$ cat config.mk
export PLATFORM = sky130hd
export DESIGN_NAME = pll_freq_to_register_words_core
export DESIGN_NICKNAME = d
export VERILOG_FILES = /design/src/rtl/pllw_pkg.sv /design/src/rtl/pllw_front.sv /design/src/rtl/pllw_queue.sv /design/src/rtl/pllw_back.sv /design/src/rtl/pll_freq_to_register_words_core.sv
export SDC_FILE = /design/constraint.sdc
export NUM_CORES = 1
export LEC_CHECK = 0
export ABC_AREA = 0
export BUFFER_PORTS_ARGS = -buffer_cell sky130_fd_sc_hd__buf_2
export CAP_MARGIN = 20
export CORE_MARGIN = 1
export CORE_UTILIZATION = 60
export DETAILED_ROUTE_END_ITERATION = 7
export GPL_TIMING_DRIVEN = 0
export PLACE_DENSITY = 0.8
export SYNTH_ARGS = -nofsm -noshare
export SYNTH_HDL_FRONTEND = slang
export SYNTH_SLANG_ARGS = --single-unit
$ cat constraint.sdc
create_clock -name clock -period 8 [get_ports clock]
set_input_delay 1.6 -clock clock [delete_from_list [all_inputs] [get_ports clock]]
set_output_delay 1.6 -clock clock [all_outputs]
set_load 0.01 [all_outputs]
$ cat src/rtl/pllw_pkg.sv
// Shared types and constants for the synthesizer register word generator.
// Used by every module in rtl/; depends on nothing.
package pllw_pkg;

   // Field widths
   localparam int WORD_W    = 32;
   localparam int FREQ_W    = 13;
   localparam int DEXP_W    = 3;
   localparam int N_W       = 8;
   localparam int FRAC_W    = 7;
   localparam int Y_W       = 12;
   localparam int REM_W     = 5;
   localparam int CSR_IDX_W = 3;
   localparam int SLOT_W    = 3;

   // Default depth of the command queue between front and back
   localparam int QUEUE_DEPTH_DEF = 2;

   // Frequency limits and band edges, MHz
   localparam logic [FREQ_W-1:0] FREQ_MIN = 13'd100;
   localparam logic [FREQ_W-1:0] FREQ_MAX = 13'd6000;
   localparam logic [FREQ_W-1:0] BAND4_LO = 13'd177;
   localparam logic [FREQ_W-1:0] BAND3_LO = 13'd375;
   localparam logic [FREQ_W-1:0] BAND2_LO = 13'd750;
   localparam logic [FREQ_W-1:0] BAND1_LO = 13'd1500;
   localparam logic [FREQ_W-1:0] BAND0_LO = 13'd3000;

   // Divider math. y = (f << d) - VCO_BASE + Y_OFFSET stays in 32..3200,
   // so y / 25 is exact via reciprocal; n = N_BIAS + y / 25.
   localparam int VCO_BASE    = 3000;
   localparam int Y_OFFSET    = 200;
   localparam int STEP_MHZ    = 25;
   localparam int N_BASE      = 120;
   localparam int N_BIAS      = N_BASE - Y_OFFSET / STEP_MHZ;
   localparam int RECIP_SHIFT = 16;
   localparam logic [Y_W-1:0] RECIP_25 = Y_W'((2**RECIP_SHIFT + STEP_MHZ - 1) / STEP_MHZ);

   // Template masks
   localparam logic [WORD_W-1:0] KEEP_MASK0  = 32'h8000_0000;
   localparam logic [WORD_W-1:0] CLEAR_MASK4 = 32'hFF8F_FFFF;

   // CSR register indexes
   localparam logic [CSR_IDX_W-1:0] CSR_BASE_WORD0 = 3'd0;
   localparam logic [CSR_IDX_W-1:0] CSR_WORD1      = 3'd1;
   localparam logic [CSR_IDX_W-1:0] CSR_WORD2      = 3'd2;
   localparam logic [CSR_IDX_W-1:0] CSR_WORD3      = 3'd3;
   localparam logic [CSR_IDX_W-1:0] CSR_BASE_WORD4 = 3'd4;
   localparam logic [CSR_IDX_W-1:0] CSR_WORD5      = 3'd5;

   // CSR reset values
   localparam logic [WORD_W-1:0] RST_BASE_WORD0 = 32'h0040_0000;
   localparam logic [WORD_W-1:0] RST_WORD1      = 32'h2003_03E9;
   localparam logic [WORD_W-1:0] RST_WORD2      = 32'h2100_5E42;
   localparam logic [WORD_W-1:0] RST_WORD3      = 32'h0000_0133;
   localparam logic [WORD_W-1:0] RST_BASE_WORD4 = 32'h61DF_42FC;
   localparam logic [WORD_W-1:0] RST_WORD5      = 32'h0140_0005;

   // Output slot order within one pass: 5,4,3,2,1,0
   localparam logic [SLOT_W-1:0] SLOT_WORD5 = 3'd0;
   localparam logic [SLOT_W-1:0] SLOT_WORD4 = 3'd1;
   localparam logic [SLOT_W-1:0] SLOT_WORD3 = 3'd2;
   localparam logic [SLOT_W-1:0] SLOT_WORD2 = 3'd3;
   localparam logic [SLOT_W-1:0] SLOT_WORD1 = 3'd4;
   localparam logic [SLOT_W-1:0] SLOT_WORD0 = 3'd5;

   // Classified request, front to back
   typedef struct packed {
      logic              range_error;
      logic [DEXP_W-1:0] dexp;
      logic [N_W-1:0]    n_int;
      logic [FRAC_W-1:0] frac;
   } cmd_type;

   // Register file contents
   typedef struct packed {
      logic [WORD_W-1:0] base_word0;
      logic [WORD_W-1:0] word1;
      logic [WORD_W-1:0] word2;
      logic [WORD_W-1:0] word3;
      logic [WORD_W-1:0] base_word4;
      logic [WORD_W-1:0] word5;
   } cfg_type;

endpackage

$ cat src/rtl/pllw_front.sv
// Front end: accepts a frequency request, picks the divider band and
// computes the integer/fractional divider. Depends on pllw_pkg.
module pllw_front (
   input  logic                         clock,
   input  logic                         reset,
   input  logic                         req_valid,
   output logic                         req_stall,
   input  logic [pllw_pkg::FREQ_W-1:0]  req_target_mhz,
   output logic                         push,
   output pllw_pkg::cmd_type            push_cmd,
   input  logic                         q_full
);
   import pllw_pkg::*;

   localparam int SHIFT_W = FREQ_W + 5;

   logic              a_valid_ff, a_valid_in;
   logic              a_err_ff, a_err_in;
   logic [DEXP_W-1:0] a_dexp_ff, a_dexp_in;
   logic [Y_W-1:0]    a_y_ff, a_y_in;
   logic [SHIFT_W-1:0] shifted;
   logic [SHIFT_W-1:0] biased;
   logic              accept;
   logic [2*Y_W-1:0]  prod;
   logic [N_W-1:0]    quot;
   logic [Y_W-1:0]    quot25;
   logic [Y_W-1:0]    rem_full;
   logic [REM_W-1:0]  rem;

   // Stage holds one request; it moves on when the queue has room
   assign req_stall = a_valid_ff && q_full;
   assign accept    = req_valid && !req_stall;
   assign push      = a_valid_ff && !q_full;

   // Classify: range check, band pick, biased offset from VCO base
   always_comb begin
      a_err_in = (req_target_mhz < FREQ_MIN) || (req_target_mhz > FREQ_MAX);
      if (req_target_mhz < BAND4_LO) begin
         a_dexp_in = 3'd5;
      end else if (req_target_mhz < BAND3_LO) begin
         a_dexp_in = 3'd4;
      end else if (req_target_mhz < BAND2_LO) begin
         a_dexp_in = 3'd3;
      end else if (req_target_mhz < BAND1_LO) begin
         a_dexp_in = 3'd2;
      end else if (req_target_mhz < BAND0_LO) begin
         a_dexp_in = 3'd1;
      end else begin
         a_dexp_in = 3'd0;
      end
      shifted = SHIFT_W'(req_target_mhz) << a_dexp_in;
      biased  = shifted + SHIFT_W'(Y_OFFSET) - SHIFT_W'(VCO_BASE);
      a_y_in  = biased[Y_W-1:0];
   end

   // Stage register
   always_comb begin
      a_valid_in = a_valid_ff;
      if (accept) begin
         a_valid_in = 1'b1;
      end else if (push) begin
         a_valid_in = 1'b0;
      end
   end

   always_ff @(posedge clock) begin
      if (reset) begin
         a_valid_ff <= 1'b0;
      end else begin
         a_valid_ff <= a_valid_in;
      end
   end

   always_ff @(posedge clock) begin
      if (accept) begin
         a_err_ff  <= a_err_in;
         a_dexp_ff <= a_dexp_in;
         a_y_ff    <= a_y_in;
      end
   end

   // Divide by 25: reciprocal multiply, then remainder by shift-add
   always_comb begin
      prod     = {{Y_W{1'b0}}, a_y_ff} * {{Y_W{1'b0}}, RECIP_25};
      quot     = prod[RECIP_SHIFT +: N_W];
      quot25   = {quot, 4'b0} + {1'b0, quot, 3'b0} + {4'b0, quot};
      rem_full = a_y_ff - quot25;
      rem      = rem_full[REM_W-1:0];
      push_cmd.range_error = a_err_ff;
      push_cmd.dexp        = a_dexp_ff;
      push_cmd.n_int       = quot + N_W'(N_BIAS);
      push_cmd.frac        = {rem, 2'b0} + {2'b0, rem};
   end

endmodule

$ cat src/rtl/pllw_queue.sv
// Small command queue between front and back, register based.
// Depends on pllw_pkg for the entry type.
module pllw_queue #(
   parameter int DEPTH = pllw_pkg::QUEUE_DEPTH_DEF
) (
   input  logic              clock,
   input  logic              reset,
   input  logic              push,
   input  pllw_pkg::cmd_type push_cmd,
   output logic              full,
   input  logic              pop,
   output pllw_pkg::cmd_type head,
   output logic              empty
);
   import pllw_pkg::*;

   localparam int PTR_W = (DEPTH > 1) ? $clog2(DEPTH) : 1;
   localparam int CNT_W = $clog2(DEPTH + 1);

   cmd_type            mem_ff [DEPTH];
   logic [PTR_W-1:0]   wr_ptr_ff, wr_ptr_in;
   logic [PTR_W-1:0]   rd_ptr_ff, rd_ptr_in;
   logic [CNT_W-1:0]   count_ff, count_in;

   assign full  = (count_ff == CNT_W'(DEPTH));
   assign empty = (count_ff == '0);
   assign head  = mem_ff[rd_ptr_ff];

   // Pointer and count update
   always_comb begin
      wr_ptr_in = wr_ptr_ff;
      rd_ptr_in = rd_ptr_ff;
      count_in  = count_ff;
      if (push) begin
         wr_ptr_in = (wr_ptr_ff == PTR_W'(DEPTH - 1)) ? '0 : wr_ptr_ff + 1'b1;
      end
      if (pop) begin
         rd_ptr_in = (rd_ptr_ff == PTR_W'(DEPTH - 1)) ? '0 : rd_ptr_ff + 1'b1;
      end
      if (push && !pop) begin
         count_in = count_ff + 1'b1;
      end else if (pop && !push) begin
         count_in = count_ff - 1'b1;
      end
   end

   always_ff @(posedge clock) begin
      if (reset) begin
         wr_ptr_ff <= '0;
         rd_ptr_ff <= '0;
         count_ff  <= '0;
      end else begin
         wr_ptr_ff <= wr_ptr_in;
         rd_ptr_ff <= rd_ptr_in;
         count_ff  <= count_in;
      end
   end

   always_ff @(posedge clock) begin
      if (push) begin
         mem_ff[wr_ptr_ff] <= push_cmd;
      end
   end

endmodule

$ cat src/rtl/pllw_back.sv
// Back end: walks the six register slots twice per in-range command (one
// zero word on range error), drives the registered result channel. Depends on pllw_pkg.
module pllw_back (
   input  logic                        clock,
   input  logic                        reset,
   input  pllw_pkg::cfg_type           cfg,
   input  pllw_pkg::cmd_type           head,
   input  logic                        empty,
   output logic                        pop,
   output logic                        rsp_valid,
   input  logic                        rsp_stall,
   output logic [pllw_pkg::WORD_W-1:0] rsp_spi_word,
   output logic                        rsp_range_error,
   output logic                        rsp_last_word
);
   import pllw_pkg::*;

   logic              rsp_valid_ff, rsp_valid_in;
   logic [WORD_W-1:0] rsp_word_ff, rsp_word_in;
   logic              rsp_err_ff, rsp_err_in;
   logic              rsp_last_ff, rsp_last_in;
   logic [SLOT_W-1:0] pos_ff, pos_in;
   logic              second_ff, second_in;
   logic              out_free;
   logic              take;
   logic              last_slot;
   logic [WORD_W-1:0] word0;
   logic [WORD_W-1:0] word4;
   logic [WORD_W-1:0] slot_word;

   assign out_free  = !rsp_valid_ff || !rsp_stall;
   assign take      = out_free && !empty;
   assign last_slot = second_ff && (pos_ff == SLOT_WORD0);
   assign pop       = take && (head.range_error || last_slot);

   // Patched templates
   assign word0 = {cfg.base_word0[WORD_W-1], 8'b0, head.n_int, 5'b0, head.frac, 3'b0};
   assign word4 = {cfg.base_word4[WORD_W-1:23], head.dexp, cfg.base_word4[19:0]};

   // Slot select
   always_comb begin
      case (pos_ff)
         SLOT_WORD5: slot_word = cfg.word5;
         SLOT_WORD4: slot_word = word4;
         SLOT_WORD3: slot_word = cfg.word3;
         SLOT_WORD2: slot_word = cfg.word2;
         SLOT_WORD1: slot_word = cfg.word1;
         SLOT_WORD0: slot_word = word0;
         default:    slot_word = '0;
      endcase
   end

   // Sequencer and output register
   always_comb begin
      pos_in       = pos_ff;
      second_in    = second_ff;
      rsp_word_in  = rsp_word_ff;
      rsp_err_in   = rsp_err_ff;
      rsp_last_in  = rsp_last_ff;
      rsp_valid_in = rsp_valid_ff && rsp_stall;
      if (take) begin
         rsp_valid_in = 1'b1;
         if (head.range_error) begin
            rsp_word_in = '0;
            rsp_err_in  = 1'b1;
            rsp_last_in = 1'b1;
         end else begin
            rsp_word_in = slot_word;
            rsp_err_in  = 1'b0;
            rsp_last_in = last_slot;
            if (last_slot) begin
               pos_in    = SLOT_WORD5;
               second_in = 1'b0;
            end else if (pos_ff == SLOT_WORD0) begin
               pos_in    = SLOT_WORD5;
               second_in = 1'b1;
            end else begin
               pos_in = pos_ff + 1'b1;
            end
         end
      end
   end

   always_ff @(posedge clock) begin
      if (reset) begin
         rsp_valid_ff <= 1'b0;
         pos_ff       <= SLOT_WORD5;
         second_ff    <= 1'b0;
      end else begin
         rsp_valid_ff <= rsp_valid_in;
         pos_ff       <= pos_in;
         second_ff    <= second_in;
      end
   end

   always_ff @(posedge clock) begin
      rsp_word_ff <= rsp_word_in;
      rsp_err_ff  <= rsp_err_in;
      rsp_last_ff <= rsp_last_in;
   end

   assign rsp_valid       = rsp_valid_ff;
   assign rsp_spi_word    = rsp_word_ff;
   assign rsp_range_error = rsp_err_ff;
   assign rsp_last_word   = rsp_last_ff;

endmodule

$ cat src/rtl/pll_freq_to_register_words_core.sv
// Top level of the synthesizer register word generator: CSR file, front,
// command queue and back. Depends on pllw_pkg, pllw_front, pllw_queue, pllw_back.
//
// Usage:
//  - req channel: one word carries req_target_mhz; taken when req_valid is
//    high and req_stall low.
//  - rsp channel: a valid request in 100..6000 MHz yields twelve words, the
//    registers in order 5,4,3,2,1,0 and then again; rsp_last_word marks the
//    twelfth. Anything else yields one word of zero with rsp_range_error and
//    rsp_last_word set.
//  - csr channel: csr_index/csr_data written when csr_valid and csr_ready
//    are high; csr_ready is always high. Indexes above 5 are dropped. Write
//    only while no request is in flight.
//  - Path: a taken request passes the front stage register, then the queue,
//    then the output register, where its first word appears.
//  - Throughput: one word per cycle out of the back sequencer while rsp_stall
//    is low; the front keeps taking requests while the back works until the
//    queue fills.
//  - Reset (synchronous) restores the register defaults and empties the
//    pipeline; no clearing pass is needed.
//  - A stalled result holds; the back and then the front stall behind it.
module pll_freq_to_register_words_core #(
   parameter int QUEUE_DEPTH = pllw_pkg::QUEUE_DEPTH_DEF
) (
   input  logic                           clock,
   input  logic                           reset,
   input  logic                           req_valid,
   output logic                           req_stall,
   input  logic [pllw_pkg::FREQ_W-1:0]    req_target_mhz,
   output logic                           rsp_valid,
   input  logic                           rsp_stall,
   output logic [pllw_pkg::WORD_W-1:0]    rsp_spi_word,
   output logic                           rsp_range_error,
   output logic                           rsp_last_word,
   input  logic                           csr_valid,
   output logic                           csr_ready,
   input  logic [pllw_pkg::CSR_IDX_W-1:0] csr_index,
   input  logic [pllw_pkg::WORD_W-1:0]    csr_data
);
   import pllw_pkg::*;

   cfg_type cfg_ff, cfg_in;
   logic    push;
   cmd_type push_cmd;
   logic    q_full;
   logic    pop;
   cmd_type head;
   logic    q_empty;
   logic    csr_write;

   assign csr_ready = 1'b1;
   assign csr_write = csr_valid && csr_ready;

   // CSR file
   always_comb begin
      cfg_in = cfg_ff;
      if (csr_write) begin
         case (csr_index)
            CSR_BASE_WORD0: cfg_in.base_word0 = csr_data;
            CSR_WORD1:      cfg_in.word1      = csr_data;
            CSR_WORD2:      cfg_in.word2      = csr_data;
            CSR_WORD3:      cfg_in.word3      = csr_data;
            CSR_BASE_WORD4: cfg_in.base_word4 = csr_data;
            CSR_WORD5:      cfg_in.word5      = csr_data;
            default:        cfg_in = cfg_ff;
         endcase
      end
   end

   always_ff @(posedge clock) begin
      if (reset) begin
         cfg_ff.base_word0 <= RST_BASE_WORD0;
         cfg_ff.word1      <= RST_WORD1;
         cfg_ff.word2      <= RST_WORD2;
         cfg_ff.word3      <= RST_WORD3;
         cfg_ff.base_word4 <= RST_BASE_WORD4;
         cfg_ff.word5      <= RST_WORD5;
      end else begin
         cfg_ff <= cfg_in;
      end
   end

   pllw_front u_front (
      .clock          (clock),
      .reset          (reset),
      .req_valid      (req_valid),
      .req_stall      (req_stall),
      .req_target_mhz (req_target_mhz),
      .push           (push),
      .push_cmd       (push_cmd),
      .q_full         (q_full)
   );

   pllw_queue #(
      .DEPTH (QUEUE_DEPTH)
   ) u_queue (
      .clock    (clock),
      .reset    (reset),
      .push     (push),
      .push_cmd (push_cmd),
      .full     (q_full),
      .pop      (pop),
      .head     (head),
      .empty    (q_empty)
   );

   pllw_back u_back (
      .clock           (clock),
      .reset           (reset),
      .cfg             (cfg_ff),
      .head            (head),
      .empty           (q_empty),
      .pop             (pop),
      .rsp_valid       (rsp_valid),
      .rsp_stall       (rsp_stall),
      .rsp_spi_word    (rsp_spi_word),
      .rsp_range_error (rsp_range_error),
      .rsp_last_word   (rsp_last_word)
   );

   // An error result is always the only word of its request
   a_err_is_last: assert property (@(posedge clock) disable iff (reset)
      rsp_valid && rsp_range_error |-> rsp_last_word)
      else $error("range error result without last_word");

   // An error result carries a zero word
   a_err_zero: assert property (@(posedge clock) disable iff (reset)
      rsp_valid && rsp_range_error |-> (rsp_spi_word == '0))
      else $error("range error result with nonzero word");

   // The final word of a normal request is word 0, whose low bits are clear
   a_last_is_word0: assert property (@(posedge clock) disable iff (reset)
      rsp_valid && !rsp_range_error && rsp_last_word |-> (rsp_spi_word[2:0] == 3'b000))
      else $error("last word of request is not register 0");

   // Reset empties the output register
   a_reset_clears: assert property (@(posedge clock)
      reset |=> !rsp_valid)
      else $error("result valid right after reset");

endmodule
==> results of run 1 <==
==> what timing repair did <==
action                                  4_1_cts  5_1_grt
pin swaps                                     0        1
resized for setup                             0        7
endpoints found under the setup margin        2        4
buffers inserted                              2       10
==> kinds of logic (layout without fill, tap and decap cells) <==
group,after synthesis,after routing,share of synthesized area
xor+xnor,32,32,0.01997
buf+inv,223,371,0.06375
simple gates,527,527,0.1653
compound gates,305,305,0.1409
mux,43,43,0.03121
flops,257,257,0.4294
fa+ha+maj,141,141,0.1493
other cells,1,3,0.0002672
==> sequential cells by signal, indices dropped and copies added, names as in the netlist, 2 cells and up, named ones only <==
| signal | flops |
|---|---|
| u_front.a_y_ff | 12 |
| u_back.pos_ff | 3 |
| u_front.a_dexp_ff | 3 |
| cfg_ff | 158 |
| u_back.rsp_spi_word | 32 |
| u_queue.count_ff | 2 |
| u_queue.mem_ff | 38 |
==> cell type report <==
class / count / area [sq um] / area share
timing repair buffer: 98 / 553.0 / 0.03490
antenna: 2 / 5.005 / 0.0003159
multi-input combinational: 1049 / 7147 / 0.4510
sequential: 257 / 6026 / 0.3803
inverter: 131 / 494.2 / 0.03119
buffer: 92 / 400.4 / 0.02527
clock inverter: 16 / 96.34 / 0.006080
tap: 313 / 391.6 / 0.02472
clock buffer: 34 / 732.0 / 0.04619
==> metrics by stage <==
step           std cells  cell area, sq um  utilization  hold slack (ns)  setup WS, ns
6_report            1992             15850       0.6956           0.4487        0.4472
5_1_grt             1990             15840       0.6954           0.4607      -0.05667
4_1_cts             1980             15750       0.6913           0.4519       0.06301
3_5_place_dp        1928             14900       0.6543           0.4369       0.04946
3_3_place_gp        1926             14850       0.6517           0.4220        0.2116
2_1_floorplan       1529             14030            -           0.4215        0.9407
==> how the worst max path moves through the flow <==
stage,startpoint,to,slack [ns],depth (start not counted)
2_1_floorplan,u_front.a_y_ff[9],u_queue.mem_ff[0][6],0.94,30
3_3_place_gp,u_front.a_y_ff[9],u_queue.mem_ff[0][6],0.21,30
3_5_place_dp,u_front.a_y_ff[9],u_queue.mem_ff[1][6],0.05,30
4_1_cts,u_front.a_y_ff[8],u_queue.mem_ff[1][6],0.06,30
5_1_grt,u_front.a_y_ff[8],u_queue.mem_ff[1][6],-0.06,30
6_report,u_front.a_y_ff[8],u_queue.mem_ff[1][6],0.45,30
==> synth_stat cells (17+ instances only) <==
cell	instances	area [sq um]
edfxtp_1	88	2643
nand2_1	374	1404
nor2_1	46	172.7
fa_1	44	880.8
xnor2_1	21	183.9
a21oi_1	152	760.7
mux2i_1	37	370.4
clkbuf_1	73	274.0
a221oi_1	17	148.9
a22oi_1	21	157.7
dfxtp_1	169	3383
ha_1	97	1214
nand3b_1	44	330.3
inv_1	129	484.2
o21ai_0	37	185.2
==> per-layer routing <==
| metal | GRT usage | up-vias | part of all wire |
|---|---|---|---|
| met4 | 0.1594 | 0 | 0.048 |
| met3 | 0.04958 | 164 | 0.098 |
| met1 | 0.4066 | 5686 | 0.37 |
| met2 | 0.5723 | 668 | 0.48 |
| met5 | 0 | - | 0 |
| li1 | - | 5497 | - |
==> metrics.cfg, run 1 <==
[yosys]
avgSynthCellArea_sq_um = 9.178
seq_area_frac_synth = 0.4294
synthDistinctLibCells = 79
syn_area_sq_um = 14030
synth_fp_nets = 1723
postSynthCellCount = 1529
synth_warnings = 0
async_flop_share = 0
synth_ff_type = dfxtp_1
synth-edff-count = 88
ys_ff_latch = 257

[timing]
tightest_slew_ns = 0.9958
hold_viol = 0
fin_crit_sh = 0.9441
slew_viol_final = 0
fin_crit_ns = 7.553
tns_ns = 0
relSlewSlack = 0.3332
max_freq_mhz = 132.4
finalClockSkew_ns = 0.02397
setup_violations = 0

[placed_design]
io_buffer_count = 84
globalplace.congestion = 0.9520
place_hpwl_um = 28260

[detailed_routing]
ant_nets = 0
num_vias = 12020
dr.pass1.iters = 8
wl_per_cell_um = 19.80
dr.first_iter.drc_count = 1303
route.detailed.drc = 0
wirelength_um = 39430
viasPerCell = 6.032

[clocking]
cts_max_path_buffers = 3
clock_latency_ns = 0.55
numClockSinks = 257
htreeDepth = 1
postCtsHoldBufs = 0
clk_transition_reported_paths_ns = 0.06
clockRootBuffer = clkbuf_16
cts_tree = built
cts_buffers = 27

[setup_path]
critical-path-top-delay-family = adder cells
reg2reg_depth = 30
slowest_delay_ns = 0.54
reg2reg_to = u_queue.mem_ff[1][6]
crit_required_ns = 8.27
cp-start-kind = flop
endpoint_kind = flop
r2r_start = u_front.a_y_ff[8]
critical_path_class = reg -> reg
worst-path-buf-inv = 5
rrSetupSlack_ns = 0.45
cp.arrival_ns = 7.83
crit_slowest_cell = fa_1
cp_max_fo = 5

[global_routing]
grt.overflow.total = 0
grt_pass1_vias = 11720
grt_pass1_wl_um = 61550
antenna_found_initial = 2
grt_start_max_net_pins = 20
track_usage = 0.3313

[floorplan]
fp-row-count = 55
die_x_um = 154.9
ios = 90
dieArea_sq_um = 24000
die_h_um = 154.9
coreArea_sq_um = 22780
initial_core_util = 0.6161

[min_path]
whs_endpoint = u_queue.mem_ff[0][17]
holdPathStages = 0
hold_class = reg -> reg
min-delay-start = u_front.a_dexp_ff[2]

[layout]
nNetsFinal = 1850
area_delta_synth_final_pct = 12.91
fillCellCount = 1768
drive_gt1_frac = 0.1133
final_common_cell = nand2_1
final_cell_mix = nand2_1 (374), dfxtp_1 (169), a21oi_1 (150)

[status]
outcome = finished clean

[job]
drv_cap = 0

Power of run 1 is not shown: default switching activity piles up to over one toggle a cycle in this logic, so the estimate is an artifact.
==> inputs of run 2 (changes only) <==
==> constraint.sdc (replaced) <==
create_clock -name clock -period 7.7 [get_ports clock]
set_input_delay 1.54 -clock clock [delete_from_list [all_inputs] [get_ports clock]]
set_output_delay 1.54 -clock clock [all_outputs]
set_load 0.02 [all_outputs]
==> run 2 against run 1 <==
Against the previous run: core utilization up 0.42 points; wire length up 0.33%; register-to-register slack worse by 0.12 ns; global-route usage up 0.10 points; fmax up 2.5%; clock skew down 0.0010 ns; hold slack better by 0.0039 ns; critical path depth unchanged; worst setup slack worse by 0.12 ns; sequential share of layout area down 0.23 points; sequential cell count unchanged.
==> metrics.cfg, run 2 (synthesis results as in run 1) <==
[detailed_routing]
wl_met1_um = 14720
dr.pass1.iters = 5
ant_nets = 0
route.detailed.drc = 0
wl_per_cell_um = 19.80
wirelength_um = 39560
wl_met3_um = 3816
dr.first_iter.drc_count = 1309
highest_layer = met4
viasPerCell = 6.069
num_vias = 12130
met2WireLength_um = 19050

[timing]
setup_violations = 0
hold_viol = 0
relSlewSlack = 0.3432
max_freq_mhz = 135.7
fin_crit_ns = 7.369
fin_crit_sh = 0.9570
finalClockSkew_ns = 0.02296
slew_viol_final = 0
tightest_slew_ns = 0.9851

[floorplan]
coreArea_sq_um = 22780
die_h_um = 154.9
fp-row-count = 55
die_x_um = 154.9
dieArea_sq_um = 24000
initial_core_util = 0.6161
ios = 90

[setup_path]
cp.arrival_ns = 7.64
endpoint_kind = flop
crit_required_ns = 7.98
cp_max_fo = 4
cp-start-kind = flop
slowest_delay_ns = 0.54
critical_path_class = reg -> reg
cp_common_cell = inv_1
crit_slowest_cell = fa_1

[layout]
drive_gt1_frac = 0.1224
final_cells = 1998
nNetsFinal = 1856
fillCellCount = 1740
final_cell_mix = nand2_1 (374), dfxtp_1 (169), a21oi_1 (146)
multi_input_area_sq_um = 7197
area_delta_synth_final_pct = 13.59
utilization = 0.6998
seqCellArea_sq_um = 6026
final_common_cell = nand2_1
regMostFlops = cfg_ff
largest_register_ffs = 158

[clocking]
cts_buffers = 27
cts_max_path_buffers = 3
clk_transition_reported_paths_ns = 0.06
cts_tree = built
numClockSinks = 257
clock_latency_ns = 0.55
clockRootBuffer = clkbuf_16
htreeDepth = 1

[global_routing]
grt_pass1_wl_um = 61750
grt_pass1_vias = 11780
grt_start_max_net_pins = 20
grt.overflow.total = 0
track_usage = 0.3323
antenna_found_initial = 2

[job]
drv_cap = 0

[min_path]
hold_class = reg -> reg

[placed_design]
globalplace.congestion = 0.9520
io_buffer_count = 84
post-place-cells = 1928
place_hpwl_um = 28260

[status]
outcome = finished clean

==> run 2: path summary, 6_finish.rpt <==
kind | startpoint | cells past startpoint | slack (ns) | to
max | u_front.a_y_ff[9] | 30 | 0.33 | u_queue.mem_ff[1][6]
min | u_front.a_dexp_ff[2] | 0 | 0.45 | u_queue.mem_ff[0][17]
max reg2reg | u_front.a_y_ff[9] | 30 | 0.33 | u_queue.mem_ff[1][6]
min reg2reg | u_front.a_dexp_ff[2] | 0 | 0.45 | u_queue.mem_ff[0][17]
==> run 2: metrics by stage <==
| stage | area, sq um | hold WS, ns | setup TNS (ns) | worst slack [ns] |
|---|---|---|---|---|
| after floorplan | 14030 | 0.4215 | 0 | 0.6407 |
| after global placement | 14850 | 0.4220 | -0.1767 | -0.08836 |
| after detailed placement | 14900 | 0.4369 | -0.5042 | -0.2505 |
| after CTS | 15780 | 0.4519 | 0 | 0.03278 |
| after global routing | 15940 | 0.4610 | -0.02511 | -0.01257 |
| final | 15940 | 0.4526 | 0 | 0.3310 |
==> run 2: what timing repair did <==
item,CTS,global route
pin swaps,0,11
buffers inserted,5,13
endpoints found under the setup margin,4,6
gates resized for setup,2,16
hold buffers,0,0
==> run 2: metal layers <==
| metal | vias to the layer above | GRT usage |
|---|---|---|
| met4 | 0 | 0.1627 |
| li1 | 5504 | - |
| met5 | - | 0 |
| met1 | 5781 | 0.4069 |
| met2 | 680 | 0.5731 |
| met3 | 160 | 0.05070 |
==> run 2: final cells by class <==
class	count	area share
buffer	92	0.02512
sequential	257	0.3780
clock inverter	16	0.006044
antenna	2	0.0003140
tap	313	0.02457
clock buffer	34	0.04592
multi-input combinational	1049	0.4515
timing repair buffer	104	0.03752
inverter	131	0.03100
==> run 2: worst max-delay path: cells and delay by family, from the launching register on <==
kind,cells,cell delay (ns)
adder cells (fa/ha/maj),10,3.76
AO/OA/AOI/OAI,6,1.01
XOR/XNOR,5,0.87
flip-flops,1,0.51
AND/OR/NAND/NOR,3,0.49
buffers and inverters,5,0.27
multiplexers,1,0.16
Power of run 2 is left out for the same reason.
==> inputs of run 3 (changes only) <==
--- a/config.mk
+++ b/config.mk
@@ -7,12 +7,11 @@
 export LEC_CHECK = 0
 export ABC_AREA = 0
 export BUFFER_PORTS_ARGS = -buffer_cell sky130_fd_sc_hd__buf_2
-export CAP_MARGIN = 20
 export CORE_MARGIN = 1
-export CORE_UTILIZATION = 60
+export CORE_UTILIZATION = 50
 export DETAILED_ROUTE_END_ITERATION = 7
 export GPL_TIMING_DRIVEN = 0
-export PLACE_DENSITY = 0.8
+export PLACE_DENSITY = 0.69
 export SYNTH_ARGS = -nofsm -noshare
 export SYNTH_HDL_FRONTEND = slang
 export SYNTH_SLANG_ARGS = --single-unit
==> constraint.sdc (replaced) <==
create_clock -name clock -period 9.1 [get_ports clock]
set_input_delay 1.82 -clock clock [delete_from_list [all_inputs] [get_ports clock]]
set_output_delay 1.82 -clock clock [all_outputs]
set_load 0.02 [all_outputs]
==> run 3 against run 2 <==
Against the previous run: count of clock-buffer cells in the layout up 8; final area down 0.57%; critical endpoint is now u_queue.mem_ff[0][6]; final cell count up 2.1%; critical path depth unchanged; worst setup slack better by 0.98 ns; die area up 20%; clock skew up 0.0019 ns; hold slack better by 0.00077 ns; global-route usage down 4.8 points; sequential share of layout area up 0.21 points; via count down 2.8%; sequential cell count unchanged.
==> metrics.cfg, run 3 (synthesis results as in run 1) <==
[clocking]
cts_max_path_buffers = 3
numClockSinks = 257
postCtsHoldBufs = 0
clk_transition_reported_paths_ns = 0.06
post-cts-setup-buffer-count = 0
htreeDepth = 1
clockRootBuffer = clkbuf_16
clock_latency_ns = 0.55
cts_buffers = 27
cts_resized = 0
cts_tree = built

[timing]
fin_crit_ns = 7.790
fin_crit_sh = 0.8560
tightest_slew_ns = 1.080
slew_viol_final = 0
hold_viol = 0
tns_ns = 0
finalClockSkew_ns = 0.02487
setup_violations = 0
rsz0062_at_grt = false
max_freq_mhz = 128.4
relSlewSlack = 0.2742

[setup_path]
cp_max_fo = 7
crit_required_ns = 9.37
cp.arrival_ns = 8.06
slowest_delay_ns = 0.62
endpoint_kind = flop
crit_slowest_cell = edfxtp_1
cp-start-kind = flop
critical_path_class = reg -> reg
cp_common_cell = ha_1

[global_routing]
antenna_found_initial = 1
grt.overflow.total = 0
gr-usage-met2 = 0.4412
grt_start_max_net_pins = 29
top_usage_layer = met2
track_usage = 0.2841
groute.layer.met1.usage = 0.3911
grt_pass1_wl_um = 62650
met3_usage = 0.05294
grt_pass1_vias = 11340

[layout]
largest_register_ffs = 158
nNetsFinal = 1839
final_cell_mix = nand2_1 (374), dfxtp_1 (169), a21oi_1 (151)
final_common_cell = nand2_1
area_delta_synth_final_pct = 12.95
drive_gt1_frac = 0.1008
final_cells = 2039
regMostFlops = cfg_ff

[floorplan]
ios = 90
dieArea_sq_um = 28740
initial_core_util = 0.5150
coreArea_sq_um = 27250
fp-row-count = 60
die_h_um = 169.5
die_x_um = 169.5

[detailed_routing]
viasPerCell = 5.778
route.detailed.drc = 0
dr.pass1.iters = 7
wirelength_um = 40100
ant_nets = 0
wl_per_cell_um = 19.67
num_vias = 11780
dr.first_iter.drc_count = 1309

[placed_design]
place_hpwl_um = 28730
post-place-cells = 1988
io_buffer_count = 84
globalplace.congestion = 0.9201

[job]
drv_cap = 0

[min_path]
hold_class = reg -> reg

[status]
outcome = finished clean

==> run 3: per-stage QoR <==
step           worst slack [ns]  hold WS [ns]  instance area [sq um]  utilization
5_1_grt                  0.8713        0.4665                  15850       0.5815
3_5_place_dp              1.369        0.4400                  15000       0.5504
2_1_floorplan             2.041        0.4215                  14030            -
4_1_cts                   1.287        0.4546                  15850       0.5815
3_3_place_gp              1.477        0.4256                  14920       0.5475
6_report                  1.310        0.4533                  15850       0.5816
==> run 3: layer usage <==
layer,vias up,part of all wire
met3,107,0.093
met4,0,0.035
li1,5459,-
met5,-,0
met1,5659,0.43
met2,557,0.44
==> run 3: path summary, 6_finish.rpt <==
path | startpoint | endpoint | slack [ns] | cells past startpoint
setup reg to reg | u_front.a_y_ff[9] | u_queue.mem_ff[0][6] | 1.31 | 30
hold reg to reg | cfg_ff[141] | cfg_ff[141] | 0.45 | 2
setup / recovery | u_front.a_y_ff[9] | u_queue.mem_ff[0][6] | 1.31 | 30
hold / removal | cfg_ff[141] | cfg_ff[141] | 0.45 | 2
==> run 3: critical path: cells and delay by family (launching register included) <==
family | cells | cell delay (ns)
adders and majority gates | 10 | 3.93
AOI/OAI and AO/OA | 6 | 1.17
xor gates and xnor gates | 5 | 0.83
DFF | 1 | 0.62
and+or+nand+nor | 3 | 0.54
buffers and inverters | 5 | 0.26
muxes | 1 | 0.16
==> run 3: area by class of cell <==
type / count / area, sq um
clock inverter: 8 / 45.04
fill: 2388 / 11400
tap: 372 / 465.4
sequential: 257 / 6026
antenna: 1 / 2.502
buffer: 92 / 400.4
timing repair buffer: 87 / 483.0
multi-input combinational: 1049 / 7129
inverter: 131 / 494.2
clock buffer: 42 / 804.5
Power of run 3 is left out for the same reason.
